## config.mk

```make
export PLATFORM = sky130hd
export DESIGN_NAME = mpf_front_flat
export DESIGN_NICKNAME = d
export VERILOG_FILES = /design/src/mpf_pkg.sv /design/src/mpf_if.sv /design/src/mpf_front.sv /design/src/flat_wrapper.sv
export SDC_FILE = /design/constraint.sdc
export NUM_CORES = 1
export LEC_CHECK = 0
export BUFFER_PORTS_ARGS = -buffer_cell sky130_fd_sc_hd__buf_2
export CORE_ASPECT_RATIO = 1.1
export CORE_UTILIZATION = 25
export DETAILED_ROUTE_END_ITERATION = 8
export PLACE_DENSITY_LB_ADDON = 0.1
export SLEW_MARGIN = 5
export SYNTH_ARGS = -nofsm -noshare
export SYNTH_HDL_FRONTEND = slang
export SYNTH_SLANG_ARGS = --single-unit
```

## constraint.sdc

```tcl
create_clock -name vclk -period 3.3
set_input_delay 0.33 -clock vclk [all_inputs]
set_output_delay 0.33 -clock vclk [all_outputs]
set_load 0.05 [all_outputs]
```

## src/mpf_pkg.sv

```systemverilog
// Shared constants, command codes and job types of the monochrome page frame buffer.
`timescale 1ns / 1ps

package mpf_pkg;

    localparam int SCREEN_WIDTH_DEF  = 128;
    localparam int SCREEN_HEIGHT_DEF = 64;

    localparam int CMD_W      = 3;
    localparam int POS_W      = 10;
    localparam int AREA_W_W   = 8;
    localparam int AREA_H_W   = 7;
    localparam int PAGE_IDX_W = 3;
    localparam int BYTE_W     = 8;

    // Internal field widths sized for the largest screen: 256 columns, 16 pages, 128 rows.
    localparam int COL_W  = 8;
    localparam int PAGE_W = 4;
    localparam int ROW_W  = 8;

    localparam int QUEUE_DEPTH = 2;

    localparam logic [CMD_W-1:0] CMD_SET_PIXEL   = 3'd0;
    localparam logic [CMD_W-1:0] CMD_GET_PIXEL   = 3'd1;
    localparam logic [CMD_W-1:0] CMD_FILL_ALL    = 3'd2;
    localparam logic [CMD_W-1:0] CMD_INVERT_ALL  = 3'd3;
    localparam logic [CMD_W-1:0] CMD_AREA_FILL   = 3'd4;
    localparam logic [CMD_W-1:0] CMD_AREA_CLEAR  = 3'd5;
    localparam logic [CMD_W-1:0] CMD_AREA_INVERT = 3'd6;
    localparam logic [CMD_W-1:0] CMD_READ_BYTE   = 3'd7;

    localparam logic [1:0] JOB_NONE = 2'd0;
    localparam logic [1:0] JOB_RMW  = 2'd1;
    localparam logic [1:0] JOB_FILL = 2'd2;

    localparam logic [1:0] WR_KEEP   = 2'd0;
    localparam logic [1:0] WR_DATA   = 2'd1;
    localparam logic [1:0] WR_INVERT = 2'd2;

    localparam logic [1:0] RSP_NONE  = 2'd0;
    localparam logic [1:0] RSP_PIXEL = 2'd1;
    localparam logic [1:0] RSP_BYTE  = 2'd2;

    typedef struct packed {
        logic [1:0]        kind;
        logic [1:0]        wr_mode;
        logic [1:0]        rsp_sel;
        logic              accepted;
        logic [PAGE_W-1:0] page_lo;
        logic [PAGE_W-1:0] page_hi;
        logic [COL_W-1:0]  col_lo;
        logic [COL_W-1:0]  col_hi;
        logic [ROW_W-2:0]  row_lo;
        logic [ROW_W-1:0]  row_hi;
        logic              full_mask;
        logic [BYTE_W-1:0] data;
    } t_job;

    typedef struct packed {
        logic valid;
        t_job job;
    } t_job_req;

endpackage

```

## src/mpf_if.sv

```systemverilog
// Request and result channel interfaces of the monochrome page frame buffer.
`timescale 1ns / 1ps

interface mpf_req_if;
    import mpf_pkg::*;

    logic                    valid;
    logic                    ready;
    logic [CMD_W-1:0]        cmd;
    logic signed [POS_W-1:0] pos_x;
    logic signed [POS_W-1:0] pos_y;
    logic [AREA_W_W-1:0]     area_width;
    logic [AREA_H_W-1:0]     area_height;
    logic                    pixel_value;
    logic [BYTE_W-1:0]       fill_byte;
    logic [PAGE_IDX_W-1:0]   page_index;

    modport source (
        output valid, cmd, pos_x, pos_y, area_width, area_height, pixel_value, fill_byte,
               page_index,
        input  ready
    );

    modport sink (
        input  valid, cmd, pos_x, pos_y, area_width, area_height, pixel_value, fill_byte,
               page_index,
        output ready
    );
endinterface


```

## src/mpf_front.sv

```systemverilog
// Front end: range-checks each request and turns it into a store walk job.
`timescale 1ns / 1ps

module mpf_front #(
    parameter int SCREEN_WIDTH  = mpf_pkg::SCREEN_WIDTH_DEF,
    parameter int SCREEN_HEIGHT = mpf_pkg::SCREEN_HEIGHT_DEF
) (
    mpf_req_if.sink          i_req,
    input  logic             i_queue_ready,
    input  logic             i_clear_done,
    output mpf_pkg::t_job_req o_push
);
    import mpf_pkg::*;

    localparam int PAGE_COUNT = (SCREEN_HEIGHT + 7) / 8;
    localparam logic [POS_W-1:0]  WIDTH_L   = POS_W'(SCREEN_WIDTH);
    localparam logic [POS_W-1:0]  HEIGHT_L  = POS_W'(SCREEN_HEIGHT);
    localparam logic [ROW_W:0]    HEIGHT_R  = (ROW_W + 1)'(SCREEN_HEIGHT);
    localparam logic [PAGE_W:0]   PAGES_L   = (PAGE_W + 1)'(PAGE_COUNT);
    localparam logic [PAGE_W-1:0] LAST_PAGE = PAGE_W'(PAGE_COUNT - 1);
    localparam logic [COL_W-1:0]  LAST_COL  = COL_W'(SCREEN_WIDTH - 1);

    logic [POS_W-1:0]    px_u;
    logic [POS_W-1:0]    py_u;
    logic                x_on;
    logic                y_on;
    logic [POS_W-1:0]    x_end;
    logic [POS_W-1:0]    y_end;
    logic                area_ok;
    logic                area_empty;
    logic                page_ok;
    logic [ROW_W-1:0]    h_round;
    logic [ROW_W:0]      band_end;
    logic [ROW_W-1:0]    band_hi;
    logic [ROW_W-1:0]    band_hi_m1;
    logic [2*BYTE_W-1:0] fill_rot;
    t_job                job;

    assign px_u = i_req.pos_x;
    assign py_u = i_req.pos_y;

    assign x_on  = !px_u[POS_W-1] && (px_u < WIDTH_L);
    assign y_on  = !py_u[POS_W-1] && (py_u < HEIGHT_L);
    assign x_end = px_u + POS_W'(i_req.area_width);
    assign y_end = py_u + POS_W'(i_req.area_height);

    assign area_ok    = x_on && y_on && (x_end <= WIDTH_L) && (y_end <= HEIGHT_L);
    assign area_empty = (i_req.area_width == '0) || (i_req.area_height == '0);
    assign page_ok    = (PAGE_W + 1)'(i_req.page_index) < PAGES_L;

    // Round the height up to whole bands, then clip at the bottom edge.
    assign h_round    = ROW_W'(i_req.area_height) + ROW_W'(7);
    assign band_end   = (ROW_W + 1)'(py_u[ROW_W-2:0])
                      + (ROW_W + 1)'({h_round[ROW_W-1:3], 3'b000});
    assign band_hi    = (band_end > HEIGHT_R) ? HEIGHT_R[ROW_W-1:0] : band_end[ROW_W-1:0];
    assign band_hi_m1 = band_hi - ROW_W'(1);

    // Row band+i takes bit i: rotate the pattern onto the page bit positions.
    assign fill_rot = {i_req.fill_byte, i_req.fill_byte} << py_u[2:0];

    always_comb begin
        job.kind      = JOB_NONE;
        job.wr_mode   = WR_KEEP;
        job.rsp_sel   = RSP_NONE;
        job.accepted  = 1'b0;
        job.page_lo   = py_u[ROW_W-2:3];
        job.page_hi   = py_u[ROW_W-2:3];
        job.col_lo    = px_u[COL_W-1:0];
        job.col_hi    = px_u[COL_W-1:0];
        job.row_lo    = py_u[ROW_W-2:0];
        job.row_hi    = ROW_W'(py_u[ROW_W-2:0]) + ROW_W'(1);
        job.full_mask = 1'b0;
        job.data      = '0;
        unique case (i_req.cmd)
            CMD_SET_PIXEL: begin
                job.accepted = x_on && y_on;
                job.kind     = (x_on && y_on) ? JOB_RMW : JOB_NONE;
                job.wr_mode  = WR_DATA;
                job.data     = {BYTE_W{i_req.pixel_value}};
            end
            CMD_GET_PIXEL: begin
                job.accepted = x_on && y_on;
                job.kind     = (x_on && y_on) ? JOB_RMW : JOB_NONE;
                job.rsp_sel  = (x_on && y_on) ? RSP_PIXEL : RSP_NONE;
            end
            CMD_FILL_ALL: begin
                job.accepted  = 1'b1;
                job.kind      = JOB_FILL;
                job.wr_mode   = WR_DATA;
                job.page_lo   = '0;
                job.page_hi   = LAST_PAGE;
                job.col_lo    = '0;
                job.col_hi    = LAST_COL;
                job.full_mask = 1'b1;
                job.data      = i_req.fill_byte;
            end
            CMD_INVERT_ALL: begin
                job.accepted  = 1'b1;
                job.kind      = JOB_RMW;
                job.wr_mode   = WR_INVERT;
                job.page_lo   = '0;
                job.page_hi   = LAST_PAGE;
                job.col_lo    = '0;
                job.col_hi    = LAST_COL;
                job.full_mask = 1'b1;
            end
            CMD_AREA_FILL, CMD_AREA_CLEAR, CMD_AREA_INVERT: begin
                job.accepted = area_ok;
                job.kind     = (area_ok && !area_empty) ? JOB_RMW : JOB_NONE;
                job.page_hi  = band_hi_m1[ROW_W-2:3];
                job.col_hi   = px_u[COL_W-1:0] + COL_W'(i_req.area_width) - COL_W'(1);
                job.row_hi   = band_hi;
                if (i_req.cmd == CMD_AREA_FILL) begin
                    job.wr_mode = WR_DATA;
                    job.data    = fill_rot[2*BYTE_W-1:BYTE_W];
                end else if (i_req.cmd == CMD_AREA_CLEAR) begin
                    job.wr_mode = WR_DATA;
                end else begin
                    job.wr_mode = WR_INVERT;
                end
            end
            CMD_READ_BYTE: begin
                job.accepted  = x_on && page_ok;
                job.kind      = (x_on && page_ok) ? JOB_RMW : JOB_NONE;
                job.rsp_sel   = (x_on && page_ok) ? RSP_BYTE : RSP_NONE;
                job.page_lo   = PAGE_W'(i_req.page_index);
                job.page_hi   = PAGE_W'(i_req.page_index);
                job.full_mask = 1'b1;
            end
        endcase
    end

    assign i_req.ready  = i_queue_ready && i_clear_done;
    assign o_push.valid = i_req.valid && i_req.ready;
    assign o_push.job   = job;

endmodule

```

## src/flat_wrapper.sv

```systemverilog
// flat-port wrapper written by rule: the top's interface ports become plain ports
module mpf_front_flat import mpf_pkg::*;
#(
    parameter int SCREEN_WIDTH  = mpf_pkg::SCREEN_WIDTH_DEF,
    parameter int SCREEN_HEIGHT = mpf_pkg::SCREEN_HEIGHT_DEF
)
  (i_queue_ready, i_clear_done, o_push, i_req_valid, i_req_cmd, i_req_pos_x, i_req_pos_y, i_req_area_width, i_req_area_height, i_req_pixel_value, i_req_fill_byte, i_req_page_index, i_req_ready);
  mpf_req_if i_req_i ();
  input  logic i_queue_ready;
  input  logic i_clear_done;
  output mpf_pkg::t_job_req o_push;
  input wire logic [$bits(i_req_i.valid)-1:0] i_req_valid;
  input wire logic [$bits(i_req_i.cmd)-1:0] i_req_cmd;
  input wire logic [$bits(i_req_i.pos_x)-1:0] i_req_pos_x;
  input wire logic [$bits(i_req_i.pos_y)-1:0] i_req_pos_y;
  input wire logic [$bits(i_req_i.area_width)-1:0] i_req_area_width;
  input wire logic [$bits(i_req_i.area_height)-1:0] i_req_area_height;
  input wire logic [$bits(i_req_i.pixel_value)-1:0] i_req_pixel_value;
  input wire logic [$bits(i_req_i.fill_byte)-1:0] i_req_fill_byte;
  input wire logic [$bits(i_req_i.page_index)-1:0] i_req_page_index;
  output wire logic [$bits(i_req_i.ready)-1:0] i_req_ready;
  assign i_req_i.valid = i_req_valid;
  assign i_req_i.cmd = i_req_cmd;
  assign i_req_i.pos_x = i_req_pos_x;
  assign i_req_i.pos_y = i_req_pos_y;
  assign i_req_i.area_width = i_req_area_width;
  assign i_req_i.area_height = i_req_area_height;
  assign i_req_i.pixel_value = i_req_pixel_value;
  assign i_req_i.fill_byte = i_req_fill_byte;
  assign i_req_i.page_index = i_req_page_index;
  assign i_req_ready = i_req_i.ready;
  mpf_front #(.SCREEN_WIDTH(SCREEN_WIDTH), .SCREEN_HEIGHT(SCREEN_HEIGHT)) u_core (.i_req(i_req_i), .i_queue_ready(i_queue_ready), .i_clear_done(i_clear_done), .o_push(o_push));
endmodule
```

==> flow_summary.json, run 1 <==
{
  "run_status": "finished with violations",
  "violations": "setup timing",
  "place_area_um2": 3340,
  "drtIter0Drc": 87,
  "intPower_mw": 0.378,
  "multiInputGateArea_um2": 2340,
  "power_frac_seq": 0,
  "crit_type": "in2out",
  "start_util": 0.262,
  "die_w_um": 97.0,
  "drive_above_1_share": 0.379,
  "crit_path_max_incr_delay_ps": 390,
  "drc": 0,
  "rsz0062_at_grt": "yes",
  "antenna_left": 0,
  "min_from": "i_req_pos_y[1]",
  "syn_avg_cell_area_um2": 7.12,
  "dp_hpwl_um": 7520,
  "fillCellCount": 1003,
  "numPortBuffers": 110,
  "ys_warn_count": 0,
  "combPwrFrac": 1.000,
  "cpMaxStageDelayCell": "a221o_1",
  "first_pass_iters": 4,
  "grt_usage": 0.169,
  "required_ps": 2970,
  "relSlewSlack": 0.609,
  "p_clk_frac": 0,
  "fin_util": 0.372,
  "synth_top_cells_by_area": "ha_1, mux4_2, inv_1, a21oi_1, xnor2_1",
  "maxCapViolCount": 0,
  "worst-endpoint-arrival_ps": 3210,
  "grt_pass1_wl_um": 14400,
  "seq_cells": 0,
  "crit_path_max_fanout": 5,
  "clock_buffers": 0,
  "switching_share": 0.603,
  "pre_cts_slack_ps": -429,
  "final_nets": 564,
  "fin_ws_ps": -243,
  "holdWs_ps": 991,
  "switchingPower_mw": 0.575,
  "layout.cells.most_common_list": "buf_2, inv_1, buf_4",
  "n_antenna_cell": 0,
  "pin_count": 110,
  "antenna_found_initial": 0,
  "grt_max_degree": 25,
  "grt_pass1_vias": 2856,
  "gp_congestion": 0.815,
  "vias": 2968,
  "ys_types": 57,
  "die-area_um2": 10300,
  "wirelength_um": 9160,
  "ir_worst_vdd_uv": 108,
  "placed_cells": 580,
  "hold_path.class": "in2out",
  "grt-ovfl-total": 0,
  "crit_path_cell_trace": "buf_2 -> or3_4 -> xor2_2 -> ha_2 -> inv_2 -> fa_2 -> nor2b_1 -> o21ai_1 -> a2111o_1 -> a221o_1 -> o21a_1 -> and3b_1 -> a211o_4 -> buf_8",
  "min_period_ps": 3540,
  "final_common_cell": "buf_2",
  "die_h_um": 107,
  "syn_inst": 349,
  "design.core.area_um2": 9490,
  "ys_seq_area_frac": 0,
  "areaGrowthSynthToFinish_pct": 42.0,
  "cp-start-kind": "input pin",
  "finalInstanceArea_um2": 3530,
  "finalSetupViolCount": 8,
  "synth_area_um2": 2480,
  "final_cells": 587,
  "tightest_slew_ps": 584,
  "critPathLaunch": "i_req_area_height[2]",
  "ctsHoldBuffers": 0,
  "cp-end-kind": "primary output",
  "rows": 37,
  "whs_path_depth": 2,
  "max_freq_ghz": 0.282,
  "hold_violations": 0,
  "drv_slew": 0,
  "synth_fp_nets": 441,
  "via_per_inst": 5.06,
  "seq_area_um2": 0,
  "power_density_nw_per_um2": 270,
  "post-route-period-util": 1.07,
  "leakagePower_nw": 1.77,
  "synth.top_cell.area_share": 0.176,
  "tns_ps": -1230,
  "power_mw": 0.953,
  "synth_area_leader_cell": "ha_1",
  "wl_per_cell_um": 15.6
}
-- power groups by stage --
stage	clock (mW)	sequential (mW)	combinational (mW)
finish	0	0	0.953
global route	0	0	1.02
CTS	0	0	0.948
detailed placement	0	0	0.870
global placement	0	0	0.871
floorplan	0	0	0.622
-- final timing paths --
path / to
setup / recovery: o_push[43]
hold / removal: o_push[18]
-- layer usage --
metal	up-vias	part of all wire	routed length, um	global-route usage
met3	4	0.036	333	0.00855
li1	1502	-	-	-
met1	1391	0.47	4270	0.224
met4	0	0.0071	65	0.00959
met5	-	0	0	0
met2	71	0.49	4490	0.312
-- cell usage after synthesis, types with 2 or more instances --
library cell and count:
inv_1 42, ha_1 35, a21oi_1 29, nand2_1 27, nor2_1 21, o21ai_0 15, xnor2_1 15, clkbuf_1 14
mux2i_1 9, o22a_1 9, mux4_2 8, xor2_1 8, buf_4 7, nor2b_1 7, o211ai_1 7, a21o_1 6
nand3_1 6, nor3_1 6, and2_1 5, and3_1 5, fa_1 4, nor4_1 4, o21ai_1 4, a2111o_1 3
nand4_1 3, o21a_1 3, o21bai_1 3, o22ai_1 3, o32ai_1 3, a2111oi_0 2, a211o_1 2, a2bb2oi_1 2
buf_1 2, nand2b_1 2, nand3b_1 2, o31ai_1 2, o41ai_1 2, or3_1 2, or4_1 2
-- worst max-delay path: cells and delay by family --
family	cells	cell delay (ps)
compound gates	5	1250
xor+xnor	1	130
fa+ha+maj	2	530
buf+inv	3	300
simple gates	3	680
-- repair_timing --
item | in CTS | in global routing
setup buffers | 6 | 1
resized for setup | 28 | 4
setup endpoints to repair | 8 | 10
pin swaps | 15 | 5
-- logic make-up after synthesis --
group,share of synthesized area
mux,0.109
buf+inv,0.112
compound gates,0.286
simple gates,0.203
xor+xnor,0.0811
fa+ha+maj,0.209
-- cell type report --
class / count / area share
repair buffers: 145 / 0.250
inverters: 43 / 0.0458
well taps: 117 / 0.0415
multi-input cells: 282 / 0.663
(Power assumes the default switching activity.)
==> inputs of run 2 (changes only) <==
Settings changed: CORE_UTILIZATION 25 to 46.
==> run 2 against run 1 <==
Effect of this change:
- the flow still finishes with violations (setup timing)
- critical path depth did not move
- global-route usage rose by 12 points
- first-iteration DRC count rose by 83%
- non-clock buffer count fell by 7
- fmax rose by 0.18%
- routed wire length fell by 12%
- final area fell by 2.8%
- cell count fell by 8.9%
- total power fell by 0.98%
- hold slack improved by 57 ps
- sequential cell count did not move
- die area fell by 45%
==> flow_summary.json, run 2 (same netlist as run 1, synthesis figures left out) <==
{
  "crit_path_cell_trace": "buf_6 -> or3_4 -> xor2_2 -> ha_2 -> inv_2 -> fa_2 -> nor2b_1 -> o21ai_1 -> a2111o_1 -> a221o_1 -> o21a_1 -> and3b_1 -> a211o_4 -> buf_8",
  "pin_count": 110,
  "finalSetupViolCount": 7,
  "first_pass_iters": 4,
  "power_density_nw_per_um2": 275,
  "gr-usage-met3": 0.0216,
  "drv_slew": 0,
  "run_status": "finished with violations",
  "hold_path.class": "in2out",
  "cp-end-kind": "primary output",
  "min_period_ps": 3540,
  "hold_violations": 0,
  "drive_above_1_share": 0.369,
  "areaGrowthSynthToFinish_pct": 38.0,
  "seq_cells": 0,
  "tightest_slew_ps": 555,
  "vias": 3026,
  "relSlewSlack": 0.620,
  "grt_max_degree": 25,
  "fillCellCount": 456,
  "dp_hpwl_um": 6420,
  "die_h_um": 79.1,
  "crit_family": "compound AO/OA/AOI/OAI gates",
  "post-route-period-util": 1.07,
  "rows": 27,
  "antenna_found_initial": 0,
  "drtIter0Drc": 159,
  "crit_type": "in2out",
  "via_per_inst": 5.66,
  "final_common_cell": "buf_2",
  "crit_path_max_fanout": 5,
  "drc": 0,
  "layout.cells.most_common_list": "buf_2, inv_1, ha_1",
  "design.core.area_um2": 5100,
  "violations": "setup timing",
  "maxCapViolCount": 0,
  "place_area_um2": 3250,
  "grt_pass1_wl_um": 13500,
  "gp_congestion": 0.917,
  "die_w_um": 72.1,
  "cpMaxStageDelayCell": "or3_4",
  "worst-endpoint-arrival_ps": 3210,
  "tns_ps": -1140,
  "finalInstanceArea_um2": 3430,
  "path_buf_inv": 3,
  "crit_path_max_incr_delay_ps": 400,
  "grt_usage": 0.289,
  "die-area_um2": 5700,
  "seq_area_um2": 0,
  "rsz0062_at_grt": "yes",
  "use_met1": 0.356,
  "n_antenna_cell": 0,
  "grt-ovfl-total": 0,
  "grt_pass1_vias": 2876,
  "wirelength_um": 8110,
  "final_nets": 557,
  "leakagePower_nw": 1.74,
  "grt-busiest-layer": "met2",
  "antenna_left": 0,
  "cp-start-kind": "input pin",
  "fin_ws_ps": -236,
  "required_ps": 2970,
  "wl_per_cell_um": 15.1,
  "clock_buffers": 0,
  "start_util": 0.487,
  "ir_worst_vdd_uv": 183,
  "numPortBuffers": 110,
  "use_met2": 0.550,
  "max_freq_ghz": 0.283
}
## run 2: cell count changes in the layout (fill, tap and decap cells not counted), sizes merged
cell / previous run / this run
clkbuf: 0 / 1
buf: 145 / 137
## run 2: final timing paths
kind	cells past startpoint	from	endpoint	slack [ps]
worst max-delay path	14	i_req_area_height[1]	o_push[43]	-240
worst min-delay path	2	i_req_pos_y[4]	o_push[21]	1050
## run 2: what timing repair did
action | in CTS | in global routing
hold buffers | 0 | 0
resized for setup | 25 | 9
setup buffers | 5 | 0
pin swaps | 13 | 4
setup endpoints to repair | 8 | 10
## run 2: layer usage
metal,wire [um],up-vias
met5,0,-
met4,99,0
met3,472,10
met2,4240,114
met1,3290,1410
li1,-,1492
## run 2: final cells by class
class                      count  area [um^2]  area share
tap                           72         90.1      0.0263
multi-input combinational    282         2340       0.684
inverter                      43          161      0.0471
timing repair buffer         138          833       0.243
## run 2: where the power goes
part           switching [mW]  internal, mW  leakage [nW]
Clock                       0             0             0
Sequential                  0             0             0
Combinational           0.572         0.372          1.74
## run 2: through the flow
stage | setup slack, ps | total power [mW] | hold slack, ps | instances | util
global placement | -371 | 0.840 | 1050 | 531 | 0.638
global route | -353 | 1.01 | 1050 | 535 | 0.672
finish | -236 | 0.944 | 1050 | 535 | 0.672
floorplan | -115 | 0.622 | 827 | 349 | -
detailed placement | -416 | 0.850 | 1040 | 531 | 0.638
CTS | -242 | 0.922 | 1040 | 535 | 0.665
