### src/mpf_pkg.sv
// Shared constants, command codes and job types of the monochrome page frame buffer.
`timescale 1ns / 1ps

package mpf_pkg;

    localparam int SCREEN_WIDTH_DEF  = 128;
    localparam int SCREEN_HEIGHT_DEF = 64;

    localparam int CMD_W      = 3;
    localparam int POS_W      = 10;
    localparam int AREA_W_W   = 8;
    localparam int AREA_H_W   = 7;
    localparam int PAGE_IDX_W = 3;
    localparam int BYTE_W     = 8;

    // Internal field widths sized for the largest screen: 256 columns, 16 pages, 128 rows.
    localparam int COL_W  = 8;
    localparam int PAGE_W = 4;
    localparam int ROW_W  = 8;

    localparam int QUEUE_DEPTH = 2;

    localparam logic [CMD_W-1:0] CMD_SET_PIXEL   = 3'd0;
    localparam logic [CMD_W-1:0] CMD_GET_PIXEL   = 3'd1;
    localparam logic [CMD_W-1:0] CMD_FILL_ALL    = 3'd2;
    localparam logic [CMD_W-1:0] CMD_INVERT_ALL  = 3'd3;
    localparam logic [CMD_W-1:0] CMD_AREA_FILL   = 3'd4;
    localparam logic [CMD_W-1:0] CMD_AREA_CLEAR  = 3'd5;
    localparam logic [CMD_W-1:0] CMD_AREA_INVERT = 3'd6;
    localparam logic [CMD_W-1:0] CMD_READ_BYTE   = 3'd7;

    localparam logic [1:0] JOB_NONE = 2'd0;
    localparam logic [1:0] JOB_RMW  = 2'd1;
    localparam logic [1:0] JOB_FILL = 2'd2;

    localparam logic [1:0] WR_KEEP   = 2'd0;
    localparam logic [1:0] WR_DATA   = 2'd1;
    localparam logic [1:0] WR_INVERT = 2'd2;

    localparam logic [1:0] RSP_NONE  = 2'd0;
    localparam logic [1:0] RSP_PIXEL = 2'd1;
    localparam logic [1:0] RSP_BYTE  = 2'd2;

    typedef struct packed {
        logic [1:0]        kind;
        logic [1:0]        wr_mode;
        logic [1:0]        rsp_sel;
        logic              accepted;
        logic [PAGE_W-1:0] page_lo;
        logic [PAGE_W-1:0] page_hi;
        logic [COL_W-1:0]  col_lo;
        logic [COL_W-1:0]  col_hi;
        logic [ROW_W-2:0]  row_lo;
        logic [ROW_W-1:0]  row_hi;
        logic              full_mask;
        logic [BYTE_W-1:0] data;
    } t_job;

    typedef struct packed {
        logic valid;
        t_job job;
    } t_job_req;

endpackage

### src/mpf_queue.sv
// Short job queue between the front end and the store engine.
`timescale 1ns / 1ps

module mpf_queue (
    input  logic              i_clk,
    input  logic              i_rst_n,
    input  mpf_pkg::t_job_req i_push,
    output logic              o_push_ready,
    output mpf_pkg::t_job_req o_head,
    input  logic              i_pop
);
    import mpf_pkg::*;

    localparam int PTR_W = (QUEUE_DEPTH > 1) ? $clog2(QUEUE_DEPTH) : 1;
    localparam int CNT_W = $clog2(QUEUE_DEPTH + 1);
    localparam logic [PTR_W-1:0] LAST_SLOT = PTR_W'(QUEUE_DEPTH - 1);
    localparam logic [CNT_W-1:0] FULL_CNT  = CNT_W'(QUEUE_DEPTH);

    t_job             r_slot [QUEUE_DEPTH];
    logic [PTR_W-1:0] r_wr_ptr;
    logic [PTR_W-1:0] r_rd_ptr;
    logic [CNT_W-1:0] r_count;
    logic             do_push;
    logic             do_pop;

    assign o_push_ready = (r_count != FULL_CNT);
    assign do_push      = i_push.valid && o_push_ready;
    assign do_pop       = i_pop && (r_count != '0);
    assign o_head.valid = (r_count != '0);
    assign o_head.job   = r_slot[r_rd_ptr];

    always_ff @(posedge i_clk) begin
        if (!i_rst_n) begin
            r_wr_ptr <= '0;
            r_rd_ptr <= '0;
            r_count  <= '0;
        end else begin
            if (do_push) begin
                r_wr_ptr <= (r_wr_ptr == LAST_SLOT) ? '0 : r_wr_ptr + PTR_W'(1);
            end
            if (do_pop) begin
                r_rd_ptr <= (r_rd_ptr == LAST_SLOT) ? '0 : r_rd_ptr + PTR_W'(1);
            end
            if (do_push && !do_pop) begin
                r_count <= r_count + CNT_W'(1);
            end else if (do_pop && !do_push) begin
                r_count <= r_count - CNT_W'(1);
            end
        end
    end

    always_ff @(posedge i_clk) begin
        if (do_push) begin
            r_slot[r_wr_ptr] <= i_push.job;
        end
    end

endmodule

### config.mk
export PLATFORM = sky130hd
export DESIGN_NAME = mpf_queue
export DESIGN_NICKNAME = d
export VERILOG_FILES = /design/src/mpf_pkg.sv /design/src/mpf_queue.sv
export SDC_FILE = /design/constraint.sdc
export NUM_CORES = 1
export LEC_CHECK = 0
export ABC_AREA = 1
export BUFFER_PORTS_ARGS = -buffer_cell sky130_fd_sc_hd__buf_4
export CORE_UTILIZATION = 37
export CTS_CLUSTER_DIAMETER = 200
export DETAILED_ROUTE_END_ITERATION = 8
export PLACE_DENSITY = 0.59
export SYNTH_ARGS = -nofsm -noshare
export SYNTH_HDL_FRONTEND = slang
export SYNTH_SLANG_ARGS = --single-unit
### constraint.sdc
create_clock -name i_clk -period 7.7 [get_ports i_clk]
set_input_delay 1.155 -clock i_clk [delete_from_list [all_inputs] [get_ports i_clk]]
set_output_delay 1.155 -clock i_clk [all_outputs]
set_load 0.02 [all_outputs]
==> summary.md, run 1 <==
| Metric | Value |
|---|---|
| Status | `finished, violations left` |
| Failing checks | `DRC` |
| Row Count | `39` |
| Largest net degree at the start of global routing | `56` |
| Half-perimeter wire length after placement | `4.71 mm` |
| Net Sw Frac | `25.8%` |
| Pwr dens | `364 nW/um^2` |
| Most common cell after layout, fill and taps aside | `buf_4` |
| Layout cells sized above 1 | `57.5%` |
| Synth warn | `0` |
| Worst path arrival time | `2030 ps` |
| Sink Count | `about 120` |
| Layout Nets | `slightly below 400` |
| Postcts setup bufs | `0` |
| Via count | `2,223` |
| Gate power share | `24.0%` |
| Hold-fix buffers at CTS | `0` |
| Grt ovf | `0` |
| Final Hold Viols | `0` |
| Yosys top cell by area | `edfxtp_1` |
| Power Internal | `1.63 mW` |
| PostCTS Resize Cnt | `0` |
| Worst vdd ir | `159 uV` |
| Maximum clock frequency | `0.314 GHz` |
| P_leak | `2.40 nW` |
| Post-Synthesis Cells | `approximately 210` |
| GR Util All Layers | `12.3%` |
| Post-Syn Nets | `around 270` |
| Die ar. | `12,500 um^2` |
| Crit share post-route | `41.4%` |
| Synth area leaders | `edfxtp_1 (74%), mux2_4 (17%), buf_12 (2.2%)` |
| Clk buf depth | `2` |
| Root buffer cell | `clkbuf_16` |
| Clk_lat worst skew | `~400 ps` |
| Fin crit period | `between 3000 and 4000 ps` |
| Synth Area per Inst | `21.5 um^2` |
| RSZ-0062 raised after global routing | `no` |
| P_sw | `between 0.5 and 0.6 mW` |
| Die height | `between 100 and 150 um` |
| Initial antenna violation count | `0` |
| Clock power frac | `37.0%` |
| Routed Antenna Nets | `0` |
| Worst Hold Class | `reg2reg` |
| Antenna cells | `0` |
| H-tree Lvls | `4` |
| Worst Path Class, Setup | `reg2out` |
| Synth Register Bits | `115` |
| Vias/cell | `4.50` |
| Actual slew at the worst max-slew pin | `1030 ps` |
| MaxCap Viol Count | `0` |
| Slew Viols, Final | `0` |
| Final Setup Violations | `0` |
| Fin util | `52.3%` |
| Post-synth cell types | `15` |
| Wire per inst | `15.0 um` |
| DRT Pass-1 Iters | `6` |
| CP Launch Type | `flop` |
| Vias in the first global route | `roughly 2,300` |
| Endpoint class of the critical path | `output port` |
| Slew HR | `between 30% and 40%` |
| First-pass GRT wire length | `11.2 mm` |
| # IOs | `116` |
| Crit path max fanout | `55` |
| Cts bufs inserted | `17` |
| Initial detailed-routing violation count | `89` |
| Share of the synthesized area in the top cell type | `74.0%` |
| Netlist Area Pre-Place | `4460 um^2` |
| Register area share after synthesis | `76.3%` |
| Die W | `112 um` |
| IO buf count | `115` |
| Setup TNS | `0 ps` |
| WL final | `7.41 mm` |
| Clock skew | `6.21 ps` |
| Core region area | `11,600 um^2` |
| TritonCTS clock tree | `yes` |
| Routability Congestion | `0.693` |
| # DRC | `7` |
| Reg clk slew, reported paths | `50 ps` |
| Layout area overhead | `35.6%` |
| Commonest non-fill, non-tap cells in the layout | `buf_4 (117), edfxtp_1 (110), mux2_4 (50)` |
| CP required | `6550 ps` |
| Seq pwr share | `between 30% and 40%` |
| Initial Util | `38.6%` |
## worst max-delay path, cell delays in order, from the launching register on
cell and delay, ps:
dfxtp_4 1030, mux2_2 420, buf_4 160
## cells by family (layout without fill, tap and decap cells)
logic type / after synthesis / count (layout) / synth area share [%]
AO/OA/AOI/OAI: 4 / 4 / 0.505
AND/OR/NAND/NOR: 19 / 19 / 1.68
multiplexers: 55 / 55 / 18.1
buffers and inverters: 14 / 157 / 3.17
flip-flops: 115 / 115 / 76.3
adder cells (fa/ha/maj): 1 / 1 / 0.280
## per-layer routing
metal,GRT usage (%),routed length [um],vias up
li1,-,-,1057
met1,14.3,3190,1072
met2,19.2,3550,86
met3,5.66,569,8
met4,6.49,89,0
met5,0,0,-
## path summary, 6_finish.rpt
check	startpoint	end	slack [ps]	depth (start not counted)
worst max register to register	r_count[0]$_SDFFE_PN0P_	r_slot[1][34]$_DFFE_PP_	5440	5
worst min register to register	r_rd_ptr$_SDFFE_PN0P_	flop	500	2
worst max-delay path	flop	o_head[39]	4510	2
worst min-delay path	r_rd_ptr$_SDFFE_PN0P_	flop	500	2
## layout make-up
| class | instances | area (um^2) |
|---|---|---|
| repair buffers | 117 | 878 |
| inverters | 8 | 30.0 |
| multi-input cells | 79 | 932 |
| clock buffers | 19 | 433 |
| flip-flops and latches | 115 | 3410 |
| well taps | 143 | 179 |
| clock inverters | 13 | 189 |
| fillers | 939 | 5520 |
## per-stage QoR
stage	hold slack [ps]	setup WS (ps)	power (mW)	std cells	instance area, um^2
after global routing	561	4400	2.29	494	6050
after CTS	508	4440	2.23	494	6050
after detailed placement	497	4720	1.41	462	5430
after global placement	475	4750	1.40	462	5430
final	505	4510	2.20	494	6050
after floorplan	467	3670	1.23	208	4460
## cells in the mapped netlist (all sizes together)
cell type    n
dfxtp        5
mux2        55
inv          8
nand2        9
o21a         1
o21ai        2
edfxtp     110
ha           1
nand4        1
nor2         8
a21oi        1
nand3        1
buf          6
## flip-flops by register name, indices dropped and copies added (netlist names), named ones only
register / cells
r_slot: 110
r_count: 2
r_rd_ptr: 1
r_wr_ptr: 1
## power groups by stage
stage	clock (mW)	combinational [mW]	sequential, mW
after detailed placement	0	0.536	0.875
after global placement	0	0.530	0.871
after global routing	0.861	0.561	0.870
after floorplan	0	0.401	0.829
after CTS	0.829	0.537	0.863
final	0.815	0.528	0.860
Note: power is estimated with default switching activity, not from simulation.
==> run 2, diff against run 1 <==
--- a/config.mk
+++ b/config.mk
@@ -5,12 +5,12 @@
 export SDC_FILE = /design/constraint.sdc
 export NUM_CORES = 1
 export LEC_CHECK = 0
-export ABC_AREA = 1
+export ABC_AREA = 0
 export BUFFER_PORTS_ARGS = -buffer_cell sky130_fd_sc_hd__buf_4
 export CORE_UTILIZATION = 37
 export CTS_CLUSTER_DIAMETER = 200
 export DETAILED_ROUTE_END_ITERATION = 8
-export PLACE_DENSITY = 0.59
+export PLACE_DENSITY = 0.62
 export SYNTH_ARGS = -nofsm -noshare
 export SYNTH_HDL_FRONTEND = slang
 export SYNTH_SLANG_ARGS = --single-unit
==> constraint.sdc (replaced) <==
create_clock -name i_clk -period 2.6 [get_ports i_clk]
set_input_delay 0.39 -clock i_clk [delete_from_list [all_inputs] [get_ports i_clk]]
set_output_delay 0.39 -clock i_clk [all_outputs]
set_load 0.02 [all_outputs]
==> run 2 against run 1 <==
The run now ends clean. Synthesized cell count down 6.3%. Worst setup slack worse by 4100 ps. Critical path type unchanged. Register-to-register slack worse by 4400 ps. Critical path depth up 1. Via count down 1.3%. Largest power group unchanged. Power rose to 2.9 times the previous value. First-iteration DRC count down 28%. Area after synthesis down 5.7%. Highest routed layer unchanged. Non-clock buffer count up 3.
==> summary.md, run 2 <==
| Metric | Value |
|---|---|
| Post-synth EDFFs | `110 (unchanged)` |
| Multiplexer share of the synthesized area | `14.7% (was 18.1%)` |
| Initial Util | `38.3% (was 38.6%)` |
| Wire per inst | `15.2 um (was 15.0 um)` |
| Actual slew at the worst max-slew pin | `560 ps (was 1030 ps)` |
| Largest net degree at the start of global routing | `47 (was 56)` |
| Synth area leaders | `edfxtp_1 (79%), mux2_2 (15%), dfxtp_1 (2.4%) (was edfxtp_1 (74%), mux2_4 (17%), buf_12 (2.2%))` |
| Post-synthesis adder-cell area fraction | `0.297% (was 0.280%)` |
| Commonest non-fill, non-tap cells in the layout | `buf_4 (117), edfxtp_1 (110), mux2_2 (55) (was buf_4 (117), edfxtp_1 (110), mux2_4 (50))` |
| Worst Path Class, Setup | `reg2out (unchanged)` |
| Antenna cells | `0 (unchanged)` |
| Fillers | `875 (was 939)` |
| Largest register FFs | `110 (unchanged)` |
| Initial antenna violation count | `0 (unchanged)` |
| Layout Nets | `388 (was 398)` |
| CP required | `2210 ps (was 6550 ps)` |
| Routed Antenna Nets | `0 (unchanged)` |
| Root buffer cell | `clkbuf_16 (unchanged)` |
| P_leak | `2.21 nW (was 2.40 nW)` |
| First-pass GRT wire length | `11.1 mm (was 11.2 mm)` |
| CP peak stage delay | `680 ps (was 1030 ps)` |
| Ys flop type | `edfxtp_1 (unchanged)` |
| Most common cell in the netlist | `edfxtp_1 (unchanged)` |
| Fin util | `53.5% (was 52.3%)` |
| Most common cell after layout, fill and taps aside | `buf_4 (unchanged)` |
| Vias/cell | `4.56 (was 4.50)` |
| Setup TNS | `0 ps (unchanged)` |
| Worst Hold Class | `in2reg (was reg2reg)` |
| Routability Congestion | `0.665 (was 0.693)` |
| Cts bufs inserted | `17 (unchanged)` |
| Crit path max fanout | `20 (was 55)` |
| Slew Viols, Final | `0 (unchanged)` |
| Most flops, register | `r_slot (unchanged)` |
| Layout cells sized above 1 | `61.0% (was 57.5%)` |
| Largest registers | `r_slot: 110 flops, r_count: 2 flops (unchanged)` |
| Layout area overhead | `39.7% (was 35.6%)` |
| Multi-input gate area | `759 um^2 (was 932 um^2)` |
| Reg clk slew, reported paths | `50 ps (about the same)` |
| Total power | `6.39 mW (was 2.20 mW)` |
| Grt ovf | `0 (unchanged)` |
| Postcts setup bufs | `0 (unchanged)` |
| Endpoint class of the critical path | `output port (unchanged)` |
| Post-Syn Nets | `255 (was 268)` |
| Register area share after synthesis | `80.9% (was 76.3%)` |
| Die height | `109 um (was 112 um)` |
| Core region area | `11,000 um^2 (was 11,600 um^2)` |
| Synth Area per Inst | `21.6 um^2 (was 21.5 um^2)` |
| TritonCTS clock tree | `yes (unchanged)` |
| DRT Pass-1 Iters | `4 (was 6)` |
| CP Launch Type | `flop (unchanged)` |
| GR Util All Layers | `13.3% (was 12.3%)` |
| Hold Path Cell Cnt | `1 (was 2)` |
| Worst path arrival time | `1840 ps (was 2030 ps)` |
| Post-Synthesis Cells | `195 (was 208)` |
| Share of the synthesized area in the top cell type | `78.5% (was 74.0%)` |
| Maximum clock frequency | `~0.45 GHz` |
| Synth warn | `0 (unchanged)` |
| Synth Register Bits | `115 (unchanged)` |
| Clock skew | `6.94 ps (was 6.21 ps)` |
| Netlist Area Pre-Place | `4210 um^2 (was 4460 um^2)` |
| Compound-cell area share of the yosys netlist | `0.833% (was 0.505%)` |
| Setup Slack @ Placement | `748 ps (was 4720 ps)` |
| Worst vdd ir | `570 uV (was 159 uV)` |
| H-tree Lvls | `4 (unchanged)` |
| Sink Count | `115 (unchanged)` |
| Worst reg-to-reg path cell count | `4 (was 5)` |
| Crit share post-route | `85.7%` |
| Yosys top cell by area | `edfxtp_1 (unchanged)` |
| Half-perimeter wire length after placement | `4.70 mm (was 4.71 mm)` |
| Final Hold Viols | `0 (unchanged)` |
| WL final | `7.34 mm (was 7.41 mm)` |
| Worst path bufs/invs | `2 (was 1)` |
| MaxCap Viol Count | `0 (unchanged)` |
| Main combinational cell family by area after synthesis | `multiplexers (unchanged)` |
| # DRC | `0 (was 7)` |
| Critical Path Stages | `3 (was 2)` |
| Die ar. | `11,800 um^2 (was 12,500 um^2)` |
| Vias in the first global route | `2,255 (was 2,254)` |
| Hold-fix buffers at CTS | `0 (unchanged)` |
| Clk buf depth | `2 (unchanged)` |
| Post-synth cell types | `20 (was 15)` |
| Initial detailed-routing violation count | `64 (was 89)` |
| Die W | `109 um (was 112 um)` |
| Slew HR | `62.7% (was 31.2%)` |
| Final Setup Violations | `0 (unchanged)` |
| Clk_lat worst skew | `400 ps (about the same)` |
| Status | `completed (was finished, violations left)` |
| IO buf count | `115 (unchanged)` |
| Commonest cells in the synthesized netlist | `edfxtp_1 (110), mux2_2 (55), buf_4 (5), dfxtp_1 (5), and2_1 (4) (was edfxtp_1 (110), mux2_4 (50), nand2_1 (9))` |
| Row Count | `38 (was 39)` |
| Fin crit period | `2230 ps` |
| Cell Chain, Critical Path | `buf_12 -> mux2_2 -> buf_4 (was mux2_2 -> buf_4)` |
| Synth Area in XOR/XNOR | `0.624% (was 0%)` |
| Kind of cell adding the most delay to the critical path | `flip-flops (unchanged)` |
| PostCTS Resize Cnt | `0 (unchanged)` |
| Asr flop ratio synth | `0% (unchanged)` |
| Reg area | `3400 um^2 (was 3410 um^2)` |
| Post-Synth Simple-Gate Area | `1.55% (was 1.68%)` |
| Slowest-stage cell, CP | `dfxtp_2 (was dfxtp_4)` |
| Via count | `2,193 (was 2,223)` |
| Pwr dens | `1090 nW/um^2 (was 364 nW/um^2)` |
| RSZ-0062 raised after global routing | `no (unchanged)` |
| # IOs | `116 (unchanged)` |
| Final WS setup | `371 ps (was 4510 ps)` |
==> run 2: cell count changes in the layout (fill, tap and decap cells not counted), moves of 3 or more <==
cell	previous run	this run
mux2_2	5	55
nand2_1	9	0
and2_1	0	4
nor2_1	6	0
buf_12	0	3
mux2_4	50	0
inv_1	8	0
==> run 2: per-layer routing <==
metal | up-vias | GRT usage (%) | part of all wire (%)
met1 | 1069 | 15.2 | 41
met2 | 77 | 20.8 | 49
met3 | 8 | 6.93 | 8.3
met4 | 0 | 5.50 | 1.2
met5 | - | 0 | 0
li1 | 1039 | - | -
==> run 2: worst paths after layout <==
kind	to	start	slack, ps
setup / recovery	o_head[40]	flop	370
hold / removal	r_slot[0][10]$_DFFE_PP_	i_push[10]	180
setup reg to reg	r_slot[0][44]$_DFFE_PP_	r_count[0]$_SDFFE_PN0P_	1000
hold reg to reg	r_count[1]$_SDFFE_PN0P_	r_count[1]$_SDFFE_PN0P_	570
==> run 2: through the flow <==
step / cells / hold slack (ps) / cell area (um^2)
after CTS: 481 / 154 / 5880
after floorplan: 195 / 489 / 4210
after global routing: 481 / 148 / 5880
after global placement: 449 / 528 / 5280
after detailed placement: 449 / 562 / 5280
final: 481 / 175 / 5880
==> run 2: kinds of logic (layout without fill, tap and decap cells) <==
| group | count (synthesis) | count (layout) |
|---|---|---|
| flip-flops | 115 | 115 |
| buffers and inverters | 7 | 153 |
| XOR/XNOR | 3 | 3 |
| adder cells (fa/ha/maj) | 1 | 1 |
| AO/OA/AOI/OAI | 5 | 5 |
| multiplexers | 55 | 55 |
| AND/OR/NAND/NOR | 9 | 9 |
==> run 2: area by class of cell <==
class / instances / share of cell area (%)
inverters: 1 / 0.0639
clock inverters: 14 / 2.85
multi-input cells: 73 / 12.9
clock buffers: 18 / 7.30
repair buffers: 120 / 16.0
well taps: 140 / 2.98
flip-flops and latches: 115 / 57.9
==> run 2: where the power goes <==
group	total [mW]	internal, mW	switching (mW)
registers	2.43	2.32	0.112
clock network	2.33	1.58	0.748
logic	1.63	0.805	0.825
==> run 3, diff against run 2 <==
--- a/config.mk
+++ b/config.mk
@@ -11,6 +11,7 @@
 export CTS_CLUSTER_DIAMETER = 200
 export DETAILED_ROUTE_END_ITERATION = 8
 export PLACE_DENSITY = 0.62
+export REMOVE_ABC_BUFFERS = 1
 export SYNTH_ARGS = -nofsm -noshare
 export SYNTH_HDL_FRONTEND = slang
 export SYNTH_SLANG_ARGS = --single-unit
==> run 3 against run 2 <==
Clock-buffer cell count is 1 higher. Final area is 0.11% lower. Global-route usage is 0.14 points higher. Final cell count stayed put. First-iteration DRC count is 13% lower.
==> summary.md, run 3 (same netlist as run 2, synthesis figures left out) <==
| Metric | Value |
|---|---|
| Layout area overhead | `39.5% (was 39.7%)` |
| Routed Antenna Nets | `0 (unchanged)` |
| Fin crit period | `2050 ps (was 2230 ps)` |
| Postcts setup bufs | `0 (unchanged)` |
| Final Hold Viols | `0 (unchanged)` |
| Cell Chain, Critical Path | `buf_4 -> mux2_2 -> buf_4 (was buf_12 -> mux2_2 -> buf_4)` |
| IO buf count | `115 (unchanged)` |
| Hold Path Cell Cnt | `1 (unchanged)` |
| Setup TNS | `0 ps (unchanged)` |
| Largest net degree at the start of global routing | `33 (was 47)` |
| Setup Slack @ Placement | `956 ps (was 748 ps)` |
| Crit share post-route | `78.7% (was 85.7%)` |
| Layout cells sized above 1 | `61.3% (was 61.0%)` |
| Worst Hold Class | `in2reg (unchanged)` |
| Slowest-stage cell, CP | `mux2_2 (was dfxtp_2)` |
| Vias in the first global route | `2,359 (was 2,255)` |
| CP peak stage delay | `400 ps (was 680 ps)` |
| MaxCap Viol Count | `0 (unchanged)` |
| CP required | `2210 ps (about the same)` |
| Worst reg-to-reg path cell count | `5 (was 4)` |
| Slew Viols, Final | `0 (unchanged)` |
| TritonCTS clock tree | `yes (unchanged)` |
| Worst hold slack | `175 ps (about the same)` |
| Wire per inst | `15.5 um (was 15.2 um)` |
| First-pass GRT wire length | `11.3 mm (was 11.1 mm)` |
| # DRC | `0 (unchanged)` |
| Clock power frac | `37.6% (was 36.4%)` |
| Status | `completed (unchanged)` |
| DRT Pass-1 Iters | `4 (unchanged)` |
| Largest register FFs | `110 (unchanged)` |
| Final WS setup | `554 ps (was 371 ps)` |
| Actual slew at the worst max-slew pin | `451 ps (was 560 ps)` |
| Endpoint class of the critical path | `output port (unchanged)` |
| Slew HR | `69.9% (was 62.7%)` |
| WL final | `7.44 mm (was 7.34 mm)` |
| Final Setup Violations | `0 (unchanged)` |
| Sink Count | `115 (unchanged)` |
| Total power | `6.44 mW (was 6.39 mW)` |
| Layout Nets | `389 (was 388)` |
| Root buffer cell | `clkbuf_16 (unchanged)` |
| Pwr dens | `1100 nW/um^2 (was 1090 nW/um^2)` |
| Half-perimeter wire length after placement | `4.79 mm (was 4.70 mm)` |
| Grt ovf | `0 (unchanged)` |
| Row Count | `38 (unchanged)` |
| Seq pwr share | `37.0% (was 38.1%)` |
| H-tree Lvls | `4 (unchanged)` |
| Worst path arrival time | `1660 ps (was 1840 ps)` |
| Antenna cells | `0 (unchanged)` |
| Power Internal | `4.77 mW (was 4.70 mW)` |
| Most frequent CP cell | `buf_4` |
| P_sw | `1.67 mW (was 1.68 mW)` |
| Clock skew | `5.81 ps (was 6.94 ps)` |
| Initial antenna violation count | `0 (unchanged)` |
| P_leak | `2.21 nW (about the same)` |
| Most flops, register | `r_slot (unchanged)` |
| Crit path max fanout | `30 (was 20)` |
| Initial detailed-routing violation count | `56 (was 64)` |
| Largest registers | `r_slot: 110 flops, r_count: 2 flops (unchanged)` |
| RSZ-0062 raised after global routing | `no (unchanged)` |
| Maximum clock frequency | `0.489 GHz (was 0.449 GHz)` |
| Worst Path Class, Setup | `reg2out (unchanged)` |
| Die W | `109 um (unchanged)` |
| Via count | `2,183 (was 2,193)` |
| Cts bufs inserted | `17 (unchanged)` |
| Worst vdd ir | `657 uV (was 570 uV)` |
| Clk_lat worst skew | `400 ps (about the same)` |
| Routability Congestion | `0.663 (was 0.665)` |
| Die height | `109 um (unchanged)` |
| Reg clk slew, reported paths | `50 ps (about the same)` |
| Clk buf depth | `2 (unchanged)` |
| CP Launch Type | `flop (unchanged)` |
| Placed inst area | `5250 um^2 (was 5280 um^2)` |
| # IOs | `116 (unchanged)` |
| Fillers | `933 (was 875)` |
| Gate power share | `25.4% (was 25.5%)` |
| Vias/cell | `4.54 (was 4.56)` |
| GR Util All Layers | `13.4% (was 13.3%)` |
| Most common cell after layout, fill and taps aside | `buf_4 (unchanged)` |
| Core region area | `11,000 um^2 (unchanged)` |
| PostCTS Resize Cnt | `0 (unchanged)` |
| Fin area | `5870 um^2 (was 5880 um^2)` |
| Commonest non-fill, non-tap cells in the layout | `buf_4 (121), edfxtp_1 (110), mux2_2 (55) (was buf_4 (117), edfxtp_1 (110), mux2_2 (55))` |
| Die ar. | `11,800 um^2 (unchanged)` |
| Initial Util | `38.3% (unchanged)` |
| Net Sw Frac | `26.0% (was 26.4%)` |
| Hold-fix buffers at CTS | `0 (unchanged)` |
[run 3: cell count changes in the layout (fill, tap and decap cells not counted)]
cell,delta
buf_4,+4
buf_12,-3
clkinv_1,-2
clkinv_2,-2
bufinv_16,+1
clkbuf_1,+1
clkinvlp_4,+1
[run 3: final timing paths]
| path | start | endpoint | slack, ps |
|---|---|---|---|
| min | i_push[9] | r_slot[1][9]$_DFFE_PP_ | 170 |
| min reg2reg | r_count[1]$_SDFFE_PN0P_ | r_count[1]$_SDFFE_PN0P_ | 570 |
| max | flop | o_head[4] | 550 |
| max reg2reg | r_count[0]$_SDFFE_PN0P_ | r_count[1]$_SDFFE_PN0P_ | 980 |
[run 3: power by group through the flow]
stage | sequential, mW | clock (mW) | combinational [mW]
3_3_place_gp | 2.41 | 0 | 1.65
3_5_place_dp | 2.42 | 0 | 1.66
5_1_grt | 2.41 | 2.55 | 1.75
4_1_cts | 2.39 | 2.47 | 1.67
6_report | 2.39 | 2.42 | 1.64
2_1_floorplan | 2.49 | 0 | 0.922
[run 3: layer usage]
metal,track usage [%],vias to the layer above,routed length (um)
met2,21.5,79,3790
met1,14.9,1058,2980
met4,6.08,0,57
li1,-,1039,-
met5,0,-,0
met3,6.75,7,603
[run 3: through the flow]
| step | utilization (%) | cells |
|---|---|---|
| 4_1_cts | 53.5 | 481 |
| 6_report | 53.5 | 481 |
| 3_3_place_gp | 47.8 | 450 |
| 2_1_floorplan | - | 189 |
| 5_1_grt | 53.5 | 481 |
| 3_5_place_dp | 47.8 | 450 |
[run 3: cell type report]
class / instances / area [um^2] / area share [%]
clock buffer: 19 / 433 / 7.37
multi-input combinational: 73 / 759 / 12.9
timing repair buffer: 121 / 908 / 15.5
inverter: 1 / 3.75 / 0.0639
clock inverter: 12 / 188 / 3.20
tap: 140 / 175 / 2.98
sequential: 115 / 3400 / 58.0
[run 3: critical path, delay by kind of cell (launching register included)]
kind,cells,cell delay [ps]
buffers and inverters,2,510
muxes,1,400
DFF,1,320
